<file path="config.mk">
export PLATFORM = sky130hd
export DESIGN_NAME = sonar_obstacle_avoid_drive_flat
export DESIGN_NICKNAME = d
export VERILOG_FILES = /design/src/sv/soad_pkg.sv /design/src/sv/soad_ifs.sv /design/src/sv/soad_cfg_regs.sv /design/src/sv/soad_step.sv /design/src/sv/sonar_obstacle_avoid_drive.sv /design/src/flat_wrapper.sv
export SDC_FILE = /design/constraint.sdc
export NUM_CORES = 1
export LEC_CHECK = 0
export BUFFER_PORTS_ARGS = -buffer_cell sky130_fd_sc_hd__buf_4
export CAP_MARGIN = 20
export CORE_MARGIN = 5
export CORE_UTILIZATION = 51
export CTS_BUF_LIST = sky130_fd_sc_hd__clkbuf_4 sky130_fd_sc_hd__clkbuf_8
export CTS_CLUSTER_SIZE = 28
export DETAILED_ROUTE_END_ITERATION = 6
export HOLD_SLACK_MARGIN = 0.02
export PLACE_DENSITY_LB_ADDON = 0.3
export SKIP_LAST_GASP = 1
export SLEW_MARGIN = 20
export SYNTH_ARGS = -nofsm -noshare
export SYNTH_HDL_FRONTEND = slang
export SYNTH_SLANG_ARGS = --single-unit
</file>
<file path="constraint.sdc">
create_clock -name i_clk -period 6.6 [get_ports i_clk]
set_clock_uncertainty 0.2 [all_clocks]
set_input_delay 0.99 -clock i_clk [delete_from_list [all_inputs] [get_ports i_clk]]
set_output_delay 0.99 -clock i_clk [all_outputs]
set_load 0.05 [all_outputs]
</file>
<file path="src/sv/soad_pkg.sv">
`timescale 1ns / 1ps
// ----------------------------------------------------------------------------
// soad_pkg
// shared types, register codes and helper function of the sonar drive block
// ----------------------------------------------------------------------------
package soad_pkg;

    localparam int DIST_W  = 10;
    localparam int DUTY_W  = 8;
    localparam int CIDX_W  = 3;
    localparam int CDATA_W = 10;

    typedef enum logic [CIDX_W-1:0] {
        REG_WALL_NEAR    = 3'd0,
        REG_WALL_MID     = 3'd1,
        REG_WALL_FAR     = 3'd2,
        REG_SPEED_SLOW   = 3'd3,
        REG_SPEED_MEDIUM = 3'd4,
        REG_SPEED_FAST   = 3'd5,
        REG_DUTY_OFF     = 3'd6
    } t_reg_idx;

    typedef enum logic [1:0] {
        MODE_FWD   = 2'd0,
        MODE_BACK  = 2'd1,
        MODE_LEFT  = 2'd2,
        MODE_RIGHT = 2'd3
    } t_mode;

    localparam logic [DIST_W-1:0] RST_WALL_NEAR    = 10'd20;
    localparam logic [DIST_W-1:0] RST_WALL_MID     = 10'd40;
    localparam logic [DIST_W-1:0] RST_WALL_FAR     = 10'd60;
    localparam logic [DUTY_W-1:0] RST_SPEED_SLOW   = 8'd40;
    localparam logic [DUTY_W-1:0] RST_SPEED_MEDIUM = 8'd70;
    localparam logic [DUTY_W-1:0] RST_SPEED_FAST   = 8'd100;
    localparam logic [DUTY_W-1:0] RST_DUTY_OFF     = 8'd0;

    typedef struct packed {
        logic [DIST_W-1:0] wall_near;
        logic [DIST_W-1:0] wall_mid;
        logic [DIST_W-1:0] wall_far;
        logic [DUTY_W-1:0] speed_slow;
        logic [DUTY_W-1:0] speed_medium;
        logic [DUTY_W-1:0] speed_fast;
        logic [DUTY_W-1:0] duty_off;
    } t_cfg;

    typedef struct packed {
        logic [DIST_W-1:0] dist_front;
        logic [DIST_W-1:0] dist_right;
        logic [DIST_W-1:0] dist_left;
        logic [DIST_W-1:0] dist_back;
    } t_item;

    typedef struct packed {
        logic [DUTY_W-1:0] right_u_duty;
        logic [DUTY_W-1:0] right_v_duty;
        logic [DUTY_W-1:0] left_u_duty;
        logic [DUTY_W-1:0] left_v_duty;
        t_mode             drive_mode;
    } t_result;

    // later tests override earlier ones, so the near test wins
    function automatic logic [DUTY_W-1:0] pick_speed(input logic [DIST_W-1:0] d,
                                                     input t_cfg cfg);
        logic [DUTY_W-1:0] s;
        s = cfg.speed_slow;
        if (d >= cfg.wall_far)
            s = cfg.speed_fast;
        if (d >= cfg.wall_mid && d < cfg.wall_far)
            s = cfg.speed_medium;
        if (d < cfg.wall_near)
            s = cfg.speed_slow;
        return s;
    endfunction

endpackage

</file>
<file path="src/sv/soad_ifs.sv">
`timescale 1ns / 1ps
// ----------------------------------------------------------------------------
// soad interfaces
// valid/ready channels for sonar sweeps, drive results and register writes
// ----------------------------------------------------------------------------
interface soad_in_if;
    logic                         valid;
    logic                         ready;
    logic [soad_pkg::DIST_W-1:0]  dist_front;
    logic [soad_pkg::DIST_W-1:0]  dist_right;
    logic [soad_pkg::DIST_W-1:0]  dist_left;
    logic [soad_pkg::DIST_W-1:0]  dist_back;

    modport source (output valid, dist_front, dist_right, dist_left, dist_back,
                    input ready);
    modport sink (input valid, dist_front, dist_right, dist_left, dist_back,
                  output ready);
endinterface

interface soad_out_if;
    logic                         valid;
    logic                         ready;
    logic [soad_pkg::DUTY_W-1:0]  right_u_duty;
    logic [soad_pkg::DUTY_W-1:0]  right_v_duty;
    logic [soad_pkg::DUTY_W-1:0]  left_u_duty;
    logic [soad_pkg::DUTY_W-1:0]  left_v_duty;
    logic [1:0]                   drive_mode;

    modport source (output valid, right_u_duty, right_v_duty, left_u_duty,
                    left_v_duty, drive_mode, input ready);
    modport sink (input valid, right_u_duty, right_v_duty, left_u_duty,
                  left_v_duty, drive_mode, output ready);
endinterface

interface soad_cfg_if;
    logic                         valid;
    logic                         ready;
    logic [soad_pkg::CIDX_W-1:0]  index;
    logic [soad_pkg::CDATA_W-1:0] data;

    modport source (output valid, index, data, input ready);
    modport sink (input valid, index, data, output ready);
endinterface

</file>
<file path="src/sv/soad_cfg_regs.sv">
`timescale 1ns / 1ps
// ----------------------------------------------------------------------------
// soad_cfg_regs
// threshold and duty registers, written through the register channel
// ----------------------------------------------------------------------------
module soad_cfg_regs (
    input  logic                         i_clk,
    input  logic                         i_rst_n,
    input  logic                         i_wr,
    input  logic [soad_pkg::CIDX_W-1:0]  i_idx,
    input  logic [soad_pkg::CDATA_W-1:0] i_data,
    output soad_pkg::t_cfg               o_cfg
);

    soad_pkg::t_cfg r_cfg;

    always_ff @(posedge i_clk) begin
        if (!i_rst_n) begin
            r_cfg.wall_near    <= soad_pkg::RST_WALL_NEAR;
            r_cfg.wall_mid     <= soad_pkg::RST_WALL_MID;
            r_cfg.wall_far     <= soad_pkg::RST_WALL_FAR;
            r_cfg.speed_slow   <= soad_pkg::RST_SPEED_SLOW;
            r_cfg.speed_medium <= soad_pkg::RST_SPEED_MEDIUM;
            r_cfg.speed_fast   <= soad_pkg::RST_SPEED_FAST;
            r_cfg.duty_off     <= soad_pkg::RST_DUTY_OFF;
        end else if (i_wr) begin
            // unknown indexes are dropped
            unique case (i_idx)
                soad_pkg::REG_WALL_NEAR:    r_cfg.wall_near    <= i_data;
                soad_pkg::REG_WALL_MID:     r_cfg.wall_mid     <= i_data;
                soad_pkg::REG_WALL_FAR:     r_cfg.wall_far     <= i_data;
                soad_pkg::REG_SPEED_SLOW:   r_cfg.speed_slow   <= i_data[soad_pkg::DUTY_W-1:0];
                soad_pkg::REG_SPEED_MEDIUM: r_cfg.speed_medium <= i_data[soad_pkg::DUTY_W-1:0];
                soad_pkg::REG_SPEED_FAST:   r_cfg.speed_fast   <= i_data[soad_pkg::DUTY_W-1:0];
                soad_pkg::REG_DUTY_OFF:     r_cfg.duty_off     <= i_data[soad_pkg::DUTY_W-1:0];
                default: ;
            endcase
        end
    end

    assign o_cfg = r_cfg;

endmodule

</file>
<file path="src/sv/soad_step.sv">
`timescale 1ns / 1ps
// ----------------------------------------------------------------------------
// soad_step
// one sweep through the avoidance checks and the bridge duty mapping
// ----------------------------------------------------------------------------
module soad_step (
    input  soad_pkg::t_item   i_item,
    input  soad_pkg::t_mode   i_mode,
    input  soad_pkg::t_cfg    i_cfg,
    output soad_pkg::t_result o_res
);

    logic [soad_pkg::DIST_W-1:0] least;
    logic [soad_pkg::DIST_W-1:0] top;
    logic                        both_near;
    logic                        left_wider;
    soad_pkg::t_mode             m;
    logic [soad_pkg::DUTY_W-1:0] p;
    logic [soad_pkg::DUTY_W-1:0] o;

    always_comb begin
        least = i_item.dist_front;
        if (i_item.dist_right < least)
            least = i_item.dist_right;
        if (i_item.dist_left < least)
            least = i_item.dist_left;

        top = i_cfg.wall_near;
        if (i_cfg.wall_mid > top)
            top = i_cfg.wall_mid;
        if (i_cfg.wall_far > top)
            top = i_cfg.wall_far;

        both_near  = (i_item.dist_left < i_cfg.wall_near) &&
                     (i_item.dist_right < i_cfg.wall_near);
        left_wider = i_item.dist_left > i_item.dist_right;

        // checks run in order, each on the mode the previous one left
        m = i_mode;
        if (m == soad_pkg::MODE_FWD && i_item.dist_front < i_cfg.wall_near) begin
            if (both_near)
                m = soad_pkg::MODE_BACK;
            else if (left_wider)
                m = soad_pkg::MODE_LEFT;
            else
                m = soad_pkg::MODE_RIGHT;
        end
        if (m == soad_pkg::MODE_BACK && i_item.dist_back < top)
            m = left_wider ? soad_pkg::MODE_LEFT : soad_pkg::MODE_RIGHT;
        if (m == soad_pkg::MODE_LEFT && !both_near)
            m = soad_pkg::MODE_FWD;
        if (m == soad_pkg::MODE_RIGHT && !both_near)
            m = soad_pkg::MODE_FWD;

        // ending in backward means backing went on, paced by the back sonar
        if (m == soad_pkg::MODE_BACK)
            p = soad_pkg::pick_speed(i_item.dist_back, i_cfg);
        else
            p = soad_pkg::pick_speed(least, i_cfg);
        o = i_cfg.duty_off;

        o_res.drive_mode = m;
        unique case (m)
            soad_pkg::MODE_FWD: begin
                o_res.right_u_duty = p; o_res.right_v_duty = o;
                o_res.left_u_duty  = o; o_res.left_v_duty  = p;
            end
            soad_pkg::MODE_BACK: begin
                o_res.right_u_duty = o; o_res.right_v_duty = p;
                o_res.left_u_duty  = p; o_res.left_v_duty  = o;
            end
            soad_pkg::MODE_LEFT: begin
                o_res.right_u_duty = o; o_res.right_v_duty = p;
                o_res.left_u_duty  = o; o_res.left_v_duty  = p;
            end
            default: begin
                o_res.right_u_duty = p; o_res.right_v_duty = o;
                o_res.left_u_duty  = p; o_res.left_v_duty  = o;
            end
        endcase
    end

endmodule

</file>
<file path="src/sv/sonar_obstacle_avoid_drive.sv">
`timescale 1ns / 1ps
// ----------------------------------------------------------------------------
// sonar_obstacle_avoid_drive
// an accepted sweep is held in the input register; its result moves to the
// result register when that one is empty or being read
// throughput: one sweep per cycle while results are taken (mode update loop)
// a full result register still takes one more sweep into the input register
// reset: synchronous active low, clears valids, mode to forward, registers
// to their defaults; register writes are always ready
// ----------------------------------------------------------------------------
module sonar_obstacle_avoid_drive (
    input  logic       i_clk,
    input  logic       i_rst_n,
    soad_in_if.sink    i_in,
    soad_out_if.source o_out,
    soad_cfg_if.sink   i_cfg
);

    soad_pkg::t_cfg    cfg;
    soad_pkg::t_result step_res;

    logic              r_in_valid;
    soad_pkg::t_item   r_in;
    logic              r_out_valid;
    soad_pkg::t_result r_out;
    soad_pkg::t_mode   r_mode;
    logic              advance;

    assign i_cfg.ready = 1'b1;

    soad_cfg_regs u_cfg (
        .i_clk   (i_clk),
        .i_rst_n (i_rst_n),
        .i_wr    (i_cfg.valid),
        .i_idx   (i_cfg.index),
        .i_data  (i_cfg.data),
        .o_cfg   (cfg)
    );

    soad_step u_step (
        .i_item (r_in),
        .i_mode (r_mode),
        .i_cfg  (cfg),
        .o_res  (step_res)
    );

    assign advance    = r_in_valid && (!r_out_valid || o_out.ready);
    assign i_in.ready = !r_in_valid || advance;

    always_ff @(posedge i_clk) begin
        if (!i_rst_n) begin
            r_in_valid  <= 1'b0;
            r_out_valid <= 1'b0;
            r_mode      <= soad_pkg::MODE_FWD;
        end else begin
            if (i_in.valid && i_in.ready)
                r_in_valid <= 1'b1;
            else if (advance)
                r_in_valid <= 1'b0;

            if (advance) begin
                r_out_valid <= 1'b1;
                r_mode      <= step_res.drive_mode;
            end else if (o_out.ready) begin
                r_out_valid <= 1'b0;
            end
        end
    end

    always_ff @(posedge i_clk) begin
        if (i_in.valid && i_in.ready) begin
            r_in.dist_front <= i_in.dist_front;
            r_in.dist_right <= i_in.dist_right;
            r_in.dist_left  <= i_in.dist_left;
            r_in.dist_back  <= i_in.dist_back;
        end
        if (advance)
            r_out <= step_res;
    end

    assign o_out.valid        = r_out_valid;
    assign o_out.right_u_duty = r_out.right_u_duty;
    assign o_out.right_v_duty = r_out.right_v_duty;
    assign o_out.left_u_duty  = r_out.left_u_duty;
    assign o_out.left_v_duty  = r_out.left_v_duty;
    assign o_out.drive_mode   = r_out.drive_mode;

endmodule

</file>
<file path="src/flat_wrapper.sv">
// flat-port wrapper written by rule: the top's interface ports become plain ports
module sonar_obstacle_avoid_drive_flat 
  (i_clk, i_rst_n, i_in_valid, i_in_dist_front, i_in_dist_right, i_in_dist_left, i_in_dist_back, i_in_ready, o_out_valid, o_out_right_u_duty, o_out_right_v_duty, o_out_left_u_duty, o_out_left_v_duty, o_out_drive_mode, o_out_ready, i_cfg_valid, i_cfg_index, i_cfg_data, i_cfg_ready);
  soad_in_if i_in_i ();
  soad_out_if o_out_i ();
  soad_cfg_if i_cfg_i ();
  input  logic i_clk;
  input  logic i_rst_n;
  input wire logic [$bits(i_in_i.valid)-1:0] i_in_valid;
  input wire logic [$bits(i_in_i.dist_front)-1:0] i_in_dist_front;
  input wire logic [$bits(i_in_i.dist_right)-1:0] i_in_dist_right;
  input wire logic [$bits(i_in_i.dist_left)-1:0] i_in_dist_left;
  input wire logic [$bits(i_in_i.dist_back)-1:0] i_in_dist_back;
  output wire logic [$bits(i_in_i.ready)-1:0] i_in_ready;
  output wire logic [$bits(o_out_i.valid)-1:0] o_out_valid;
  output wire logic [$bits(o_out_i.right_u_duty)-1:0] o_out_right_u_duty;
  output wire logic [$bits(o_out_i.right_v_duty)-1:0] o_out_right_v_duty;
  output wire logic [$bits(o_out_i.left_u_duty)-1:0] o_out_left_u_duty;
  output wire logic [$bits(o_out_i.left_v_duty)-1:0] o_out_left_v_duty;
  output wire logic [$bits(o_out_i.drive_mode)-1:0] o_out_drive_mode;
  input wire logic [$bits(o_out_i.ready)-1:0] o_out_ready;
  input wire logic [$bits(i_cfg_i.valid)-1:0] i_cfg_valid;
  input wire logic [$bits(i_cfg_i.index)-1:0] i_cfg_index;
  input wire logic [$bits(i_cfg_i.data)-1:0] i_cfg_data;
  output wire logic [$bits(i_cfg_i.ready)-1:0] i_cfg_ready;
  assign i_in_i.valid = i_in_valid;
  assign i_in_i.dist_front = i_in_dist_front;
  assign i_in_i.dist_right = i_in_dist_right;
  assign i_in_i.dist_left = i_in_dist_left;
  assign i_in_i.dist_back = i_in_dist_back;
  assign i_in_ready = i_in_i.ready;
  assign o_out_valid = o_out_i.valid;
  assign o_out_right_u_duty = o_out_i.right_u_duty;
  assign o_out_right_v_duty = o_out_i.right_v_duty;
  assign o_out_left_u_duty = o_out_i.left_u_duty;
  assign o_out_left_v_duty = o_out_i.left_v_duty;
  assign o_out_drive_mode = o_out_i.drive_mode;
  assign o_out_i.ready = o_out_ready;
  assign i_cfg_i.valid = i_cfg_valid;
  assign i_cfg_i.index = i_cfg_index;
  assign i_cfg_i.data = i_cfg_data;
  assign i_cfg_ready = i_cfg_i.ready;
  sonar_obstacle_avoid_drive u_core (.i_clk(i_clk), .i_rst_n(i_rst_n), .i_in(i_in_i), .o_out(o_out_i), .i_cfg(i_cfg_i));
endmodule
</file>
Yosys cells after proc, flatten, opt, wreduce, memory -nomap -nowiden
Index checks and enable logic that the tools add are counted.

Flip-flop bits (word level): 140. Bits of input ports: 58. Output and inout bits: 37. Logic and storage cells: 95.

Magnitude comparators: 17. Equal/unequal tests: 11. Muxes and demuxes: 22. Reduce and logical (&&, ||, !) cells: 26.

Operators with widths (count): $lt A10 B10 Y1 (10); $pmux W32 S3 (1); $mux W8 (7); $ge A10 B10 Y1 (4); $mux W10 (4); $gt A10 B10 Y1 (3); $reduce_and A2 Y1 (7); $mux W2 (5); $eq A3 B3 Y1 const B (3); $logic_and A1 B1 Y1 (9); $eq A2 B2 Y1 const B (3); $eq A3 B2 Y1 const B (2); $mux W1 (5); $eq A2 B1 Y1 const B (2); $logic_not A2 Y1 (2); $reduce_bool A2 Y1 (2); $eq A3 B1 Y1 const B (1); $logic_not A1 Y1 (3); $logic_not A3 Y1 (1); $logic_or A1 B1 Y1 (2).

Depth between registers and ports, before layout
Gate-level depths: netlist of run 1.

Word-level depth: 16. Depth in mapped cells: 26. Gate-level depth less buffers: 22.

Modules after synthesis
From an unflattened synthesis of run 1, not the netlist that was laid out.

Cell total of the unflattened synthesis: 939. Area, all modules: 9522.9 um^2.

Modules (own cells, without submodules): soad_step (times used 1, cells an instance 619, area an instance 4749.6 um^2, sequential area each 0.0 um^2); sonar_obstacle_avoid_drive (times used 1, cells an instance 93, area an instance 2404.8 um^2, sequential area each 2302.2 um^2); soad_cfg_regs (times used 1, cells an instance 227, area an instance 2368.5 um^2, sequential area each 1241.2 um^2).

Worst setup path before layout of run 1
Ideal clock, no wire load.

Kind: reg2reg. Start point: register u_core.u_cfg.r_cfg (netlist bit u_core.u_cfg.o_cfg[61]). End point: register u_core.r_out (netlist bit u_core.o_out.right_v_duty[0]) (data pin). Setup time: 150 ps. Arrival: 5556 ps. Required time: 6250 ps. Slack: 694 ps. Stages on the path, launching flop included: 27. Path buffers: 4. Cells stage by stage: dfxtp_1 inv_1 ha_1 and4_1 nand4_1 nand2_1 o21ai_0 buf_1 mux2i_1 ha_1 and3_1 a22o_1 o21ai_2 a31o_4 buf_8 mux2_2 ha_1 a21oi_1 o221ai_1 a221oi_2 o31a_1 o21ba_2 and4_4 buf_6 or3_4 buf_6 o211ai_2.

RTL lines: from (decl) (RTL line soad_cfg_regs.sv:15) `soad_pkg::t_cfg r_cfg;`; to (signal assigned) (RTL line sonar_obstacle_avoid_drive.sv:78) `r_out <= step_res;`; to (decl) (RTL line sonar_obstacle_avoid_drive.sv:25) `soad_pkg::t_result r_out;`.

==> results of run 1 <==
state kept, by name, summed over array words and instances, names as in the netlist:
name and count:
u_core.r_in 40, u_core.o_out.right_u_duty 8, u_core.o_out.left_v_duty 8, u_core.o_out.left_u_duty 8
u_core.o_out.drive_mode 2, u_core.u_cfg.o_cfg 62, u_core.o_out.valid 1, u_core.o_out.right_v_duty 8
u_core.r_in_valid 1, u_core.r_mode 2
worst min-delay path, cell delays in order (launching register included):
cell     delay [ns]
dfxtp_1        0.32
nand2_1        0.05
a21oi_1        0.05
where the power goes:
part | internal [mW] | switching, mW | total [mW]
clock network | 0.330 | 0.360 | 0.690
registers | 0.980 | 0.0347 | 1.01
logic | 0.308 | 0.462 | 0.770
total | 1.62 | 0.857 | 2.47
stage by stage:
stage / cells / worst slack, ns / hold WS, ns
after detailed placement: 1305 / 0.376 / 0.246
after global placement: 1305 / 0.385 / 0.244
after CTS: 1337 / 0.306 / 0.258
after global routing: 1340 / 0.0754 / 0.288
after floorplan: 985 / 0.694 / 0.236
final: 1340 / 0.457 / 0.258
per-layer routing:
layer,vias up,track usage,wire (µm)
li1,3846,-,-
met1,3778,0.321,11300
met2,297,0.386,12000
met3,84,0.0548,1870
met4,0,0.117,1190
met5,-,0,0
cell type report:
class | count | area (µm²)
clock buffer | 21 | 277
sequential | 140 | 3540
timing repair buffer | 119 | 893
fill | 1535 | 7250
clock inverter | 11 | 108
tap | 229 | 287
multi-input combinational | 728 | 5380
inverter | 92 | 345
final timing paths:
| kind | startpoint | end | slack, ns | depth (start not counted) |
|---|---|---|---|---|
| min reg2reg | u_core.u_cfg.o_cfg[30] | u_core.u_cfg.o_cfg[30] | 0.26 | 2 |
| max reg2reg | u_core.u_cfg.o_cfg[61] | u_core.o_out.left_u_duty[5] | 0.46 | 23 |
| min | u_core.u_cfg.o_cfg[30] | u_core.u_cfg.o_cfg[30] | 0.26 | 2 |
| max | u_core.u_cfg.o_cfg[61] | u_core.o_out.left_u_duty[5] | 0.46 | 23 |
kinds of logic after synthesis:
family	after synthesis	synth area share
AOI/OAI and AO/OA	276	0.213
and+or+nand+nor	273	0.130
adders and majority gates	142	0.189
DFF	140	0.377
buffers and inverters	117	0.0510
muxes	36	0.0401
other	1	0.000399
layout by cell type (no fill, tap or decap), types with 9 or more instances in the layout:
master	n
buf_4	119
mux2_2	9
nor2b_1	9
o21ai_0	28
o21a_1	14
a2bb2oi_1	9
nor2_1	39
nand2_1	149
a21oi_1	102
nor3_1	16
o211ai_1	26
clkbuf_8	19
edfxtp_1	74
inv_1	92
nand2b_1	10
dfxtp_1	66
ha_1	142
mux2i_1	26
a21o_1	15
nand3_1	19
nand4_1	11
==> run_results.csv, run 1 <==
group,metric,value,unit
timing,setup_repair_after_global_routing_missed_its_margin,"false",
grt,global_routing_usage_summed_across_all_routing_layers,0.245,
synth,yosysWarningCount,0,
final_layout,post_route_design_area,10800,µm²
placed_design,placed_area,10400,µm²
final_layout,fraction_of_layout_instances_using_a_drive_strength_above_1,0.178,
timing,layout_worst_path_cycle_share,0.931,
detailed_routing,drt-wirelength-per-cell,19.7,µm
synth,yosysTopAreaCellShare,0.236,
synth,total_of_flip_flops_plus_latches_after_synthesis,140,
final_layout,area_overhead_vs_synth,15.2,%
grt,grt_first_pass_wirelength,41300,µm
synth,yosys.cell_count.top_type,"nand2_1",
clock_tree,cts.clk_slew.worst_paths,0.08,ns
worst_setup_path,most_frequent_cell_on_the_critical_path,"ha_1",
placed_design,finalWeightedCongestion,0.986,
synth,synth-main-ff-cell,"edfxtp_1",
detailed_routing,wl,26400,µm
placed_design,portBuffers,93,
detailed_routing,initialDrtViolationCount,738,
timing,final_period_minus_worst_setup_slack,6.14,ns
synth,syn_area_per_cell,9.54,µm²
power,total_power,2.47,mW
final_layout,final_nets,1298,
detailed_routing,antenna_violating_nets_post_route,0,
clock_tree,cts.hold.buffers_added,0,
synth,synth_top_cells_by_area,"edfxtp_1, ha_1, dfxtp_1, nand2_1, a21oi_1",
worst_setup_path,worstSetupPathType,"register to register",
hold_path,hold_crit_path_type,"register to register",
synth,async_reset_ff_frac,0,
clock_tree,post_cts.repair.setup_buffers,0,
detailed_routing,dr.pass1.iters,5,
clock_tree,clock_tree.buffer_depth,2,
outcome,run_status,"finished, final reports clean",
worst_setup_path,timing.critical_path.slowest_stage_cell,"o21ai_1",
clock_tree,ctsHtreeMaxLevel,4,
timing,report.final.setup_viol,0,
power,power_density,228,nW/µm²
detailed_routing,remaining_drc_errors,0,
clock_tree,tritoncts,"built",
floorplanning,core-area,18100,µm²
clock_tree,clock_insertion_delay_worst_skew,0.46,ns
worst_setup_path,critPathLaunchType,"register",
worst_setup_path,worst_path_largest_cell_delay,0.66,ns
timing,timing.setup.tns,0,ns
worst_setup_path,crit_path_max_fanout,11,
floorplanning,top_level_ports,95,
worst_setup_path,path_buf_inv,2,
synth,library_cell_occupying_the_most_area_in_the_post_synthesis_netlist,"edfxtp_1",
clock_tree,cts_root_buffer,"clkbuf_8",
timing,worstMarginPinSlew,0.926,ns
grt,grt_antenna_before_repair,0,
placed_design,dp.final_hpwl,19800,µm
worst_setup_path,timing.critical_path.to_type,"register",
worst_setup_path,critical_path.top_delay_family,"compound AO/OA/AOI/OAI gates",
synth,synthesis.nets,1185,
timing,maxSlewHeadroom,0.378,
worst_setup_path,crit_chain,"inv_1 -> ha_1 -> and4_1 -> nand4_1 -> nand2_1 -> o21ai_0 -> buf_4 -> mux2i_1 -> ha_1 -> and4_4 -> and3_1 -> a21oi_1 -> a31o_4 -> mux2_2 -> ha_1 -> nand3_1 -> o221ai_1 -> a221oi_2 -> o31a_1 -> o21ba_2 -> a21oi_1 -> o21ai_1 -> o221ai_1",
power,vdd.ir_drop.worst,220,µV
grt,grt_pass1_vias,7721,
synth,post_synth_instance_area,9400,µm²
synth,yosysUniqueCellTypes,68,
synth,synth_seq_area_share,0.377,
clock_tree,tritoncts_num_sinks,140,
floorplanning,die_w,146,µm
floorplanning,placement_rows,49,
timing,finalHoldViolCount,0,
timing,slew_viol_final,0,
final_layout,diodes,0,
detailed_routing,via_count,8005,
synth,synthCells,985,
final_layout,postLayoutCoreUtil,0.599,
worst_setup_path,worst-endpoint-arrival,6.11,ns
synth,synth-edff-count,74,
worst_setup_path,required,6.57,ns
clock_tree,cts_made_buffers,17,
grt,pin_count_of_the_biggest_net_entering_global_routing,41,
floorplanning,die_y,146,µm
floorplanning,initial_core_util,0.520,
run,max_cap_violations,0,
floorplanning,die_area,21200,µm²
grt,overflow,0,
synth,yosys-top-cells-count,"nand2_1, ha_1, a21oi_1",
clock_tree,cts.repair.resized,0,
detailed_routing,drt-vias-per-instance,5.97,
timing,fmax,0.163,GHz
power,cellLeakagePower,4.61,nW
(Power assumes the default switching activity.)
==> inputs of run 2 (changes only) <==
Settings changed: CORE_ASPECT_RATIO from default to 1.25, CORE_UTILIZATION 51 to 47.
==> run_results.csv, run 2 (same netlist as run 1, synthesis figures left out) <==
group,metric,value,unit
outcome,run_status,"finished, final reports clean",
grt,pin_count_of_the_biggest_net_entering_global_routing,48,
worst_setup_path,timing.critical_path.to_type,"register",
grt,grt_antenna_before_repair,0,
worst_setup_path,crit_path_max_fanout,11,
floorplanning,die_y,168,µm
final_layout,diodes,0,
final_layout,final_nets,1289,
hold_path,hold_crit_path_type,"register to register",
worst_setup_path,most_frequent_cell_on_the_critical_path,"ha_1",
grt,global_routing_usage_summed_across_all_routing_layers,0.223,
timing,fmax,0.163,GHz
final_layout,postLayoutCoreUtil,0.557,
worst_setup_path,critPathLaunchType,"register",
power,total_power,2.56,mW
power,vdd.ir_drop.worst,146,µV
timing,worstMarginPinSlew,0.985,ns
placed_design,dp.final_hpwl,19800,µm
final_layout,nFillCells,1807,
timing,maxSlewHeadroom,0.338,
placed_design,finalWeightedCongestion,0.962,
worst_setup_path,crit_chain,"inv_1 -> ha_1 -> and4_1 -> nand4_1 -> nand2_1 -> o21ai_0 -> buf_4 -> mux2i_1 -> ha_1 -> and3_1 -> a22o_1 -> o21ai_2 -> a31o_4 -> mux2_2 -> ha_1 -> a21oi_1 -> o221ai_1 -> a221oi_2 -> o31a_1 -> o21ba_2 -> and4_4 -> or3_4 -> o211ai_2",
power,cellLeakagePower,4.61,nW
clock_tree,tritoncts,"built",
worst_setup_path,worst-endpoint-arrival,6.25,ns
run,max_cap_violations,0,
floorplanning,initial_core_util,0.481,
detailed_routing,dr.pass1.iters,5,
detailed_routing,wl,25200,µm
final_layout,final_cell_mix,"nand2_1, ha_1, buf_4, a21oi_1, inv_1",
final_layout,area_overhead_vs_synth,15.7,%
clock_tree,cts_root_buffer,"clkbuf_8",
detailed_routing,via_count,7732,
floorplanning,core-area,19500,µm²
clock_tree,cts.clk_slew.worst_paths,0.08,ns
floorplanning,top_level_ports,95,
timing,finalHoldWorstSlack,0.272,ns
detailed_routing,drt-wirelength-per-cell,18.4,µm
clock_tree,tritoncts_num_sinks,140,
detailed_routing,initialDrtViolationCount,415,
clock_tree,clock_tree.buffer_depth,2,
worst_setup_path,timing.critical_path.slowest_stage_cell,"or3_4",
clock_tree,clock_insertion_delay_worst_skew,0.46,ns
grt,grt_pass1_vias,7707,
floorplanning,die_area,22900,µm²
detailed_routing,remaining_drc_errors,0,
grt,overflow,0,
power,power_density,236,nW/µm²
floorplanning,placement_rows,57,
worst_setup_path,required,6.70,ns
timing,finalHoldViolCount,0,
timing,slew_viol_final,0,
detailed_routing,drt-vias-per-instance,5.66,
worst_setup_path,worstSetupPathType,"register to register",
clock_tree,cts.hold.buffers_added,0,
worst_setup_path,worst_path_largest_cell_delay,0.48,ns
timing,setup_repair_after_global_routing_missed_its_margin,"false",
detailed_routing,antenna_violating_nets_post_route,0,
timing,layout_worst_path_cycle_share,0.931,
grt,grt_first_pass_wirelength,40100,µm
clock_tree,ctsHtreeMaxLevel,4,
floorplanning,die_w,136,µm
clock_tree,cts_made_buffers,17,
timing,final_period_minus_worst_setup_slack,6.14,ns
timing,timing.setup.tns,0,ns
placed_design,portBuffers,93,
timing,report.final.setup_viol,0,
final_layout,largest_register_ff_count,62,
final_layout,most_common_cell_after_layout_fill_and_taps_aside,"nand2_1",
final_layout,fraction_of_layout_instances_using_a_drive_strength_above_1,0.173,
run 2: changes by cell type in the layout (fill, tap and decap cells not counted), sizes merged:
cell | previous run | this run
bufinv | 1 | 4
inv | 96 | 95
clkbuf | 21 | 22
clkinvlp | 4 | 1
buf | 119 | 110
run 2: what timing repair did:
| item | 4_1_cts | 5_1_grt |
|---|---|---|
| setup buffers | 0 | 3 |
| setup endpoints to repair | 0 | 32 |
| resized for setup | 0 | 0 |
run 2: area by class of cell:
cell class / instances / area [µm²] / area share
repair buffers: 110 / 826 / 0.0759
clock inverters: 10 / 161 / 0.0148
clock buffers: 22 / 284 / 0.0261
well taps: 265 / 332 / 0.0305
flip-flops and latches: 140 / 3540 / 0.326
inverters: 92 / 345 / 0.0318
multi-input cells: 728 / 5380 / 0.495
run 2: final timing paths:
| check | from | end | slack [ns] | cells past startpoint |
|---|---|---|---|---|
| hold / removal | u_core.u_cfg.o_cfg[30] | u_core.u_cfg.o_cfg[30] | 0.27 | 2 |
| setup / recovery | u_core.u_cfg.o_cfg[61] | u_core.o_out.right_v_duty[1] | 0.46 | 23 |
| hold reg to reg | u_core.u_cfg.o_cfg[30] | u_core.u_cfg.o_cfg[30] | 0.27 | 2 |
| setup reg to reg | u_core.u_cfg.o_cfg[61] | u_core.o_out.right_v_duty[1] | 0.46 | 23 |
run 2: report_power, final:
part	switching [mW]	leakage, nW	internal [mW]
logic	0.454	3.12	0.306
registers	0.0337	1.26	0.980
clock network	0.343	0.228	0.446
total	0.831	4.61	1.73
run 2: through the flow:
stage | setup slack [ns] | instances | cell area [µm²]
finish | 0.457 | 1367 | 10900
global route | 0.0607 | 1367 | 10900
CTS | 0.303 | 1364 | 10900
detailed placement | 0.305 | 1332 | 10400
global placement | 0.419 | 1332 | 10400
floorplan | 0.694 | 985 | 9400
run 2: routing by layer:
layer,up-vias,part of all wire,GRT usage
li1,3833,-,-
met2,229,0.50,0.378
met4,0,0.041,0.110
met5,-,0,0
met3,69,0.048,0.0418
met1,3601,0.41,0.270
run 2: worst max-delay path: cells and delay by family (launching register included):
kind                       cells  cell delay [ns]
AOI/OAI and AO/OA             10             2.10
adders and majority gates      3             0.87
buffers and inverters          2             0.44
DFF                            1             0.33
muxes                          2             0.67
and+or+nand+nor                6             1.38
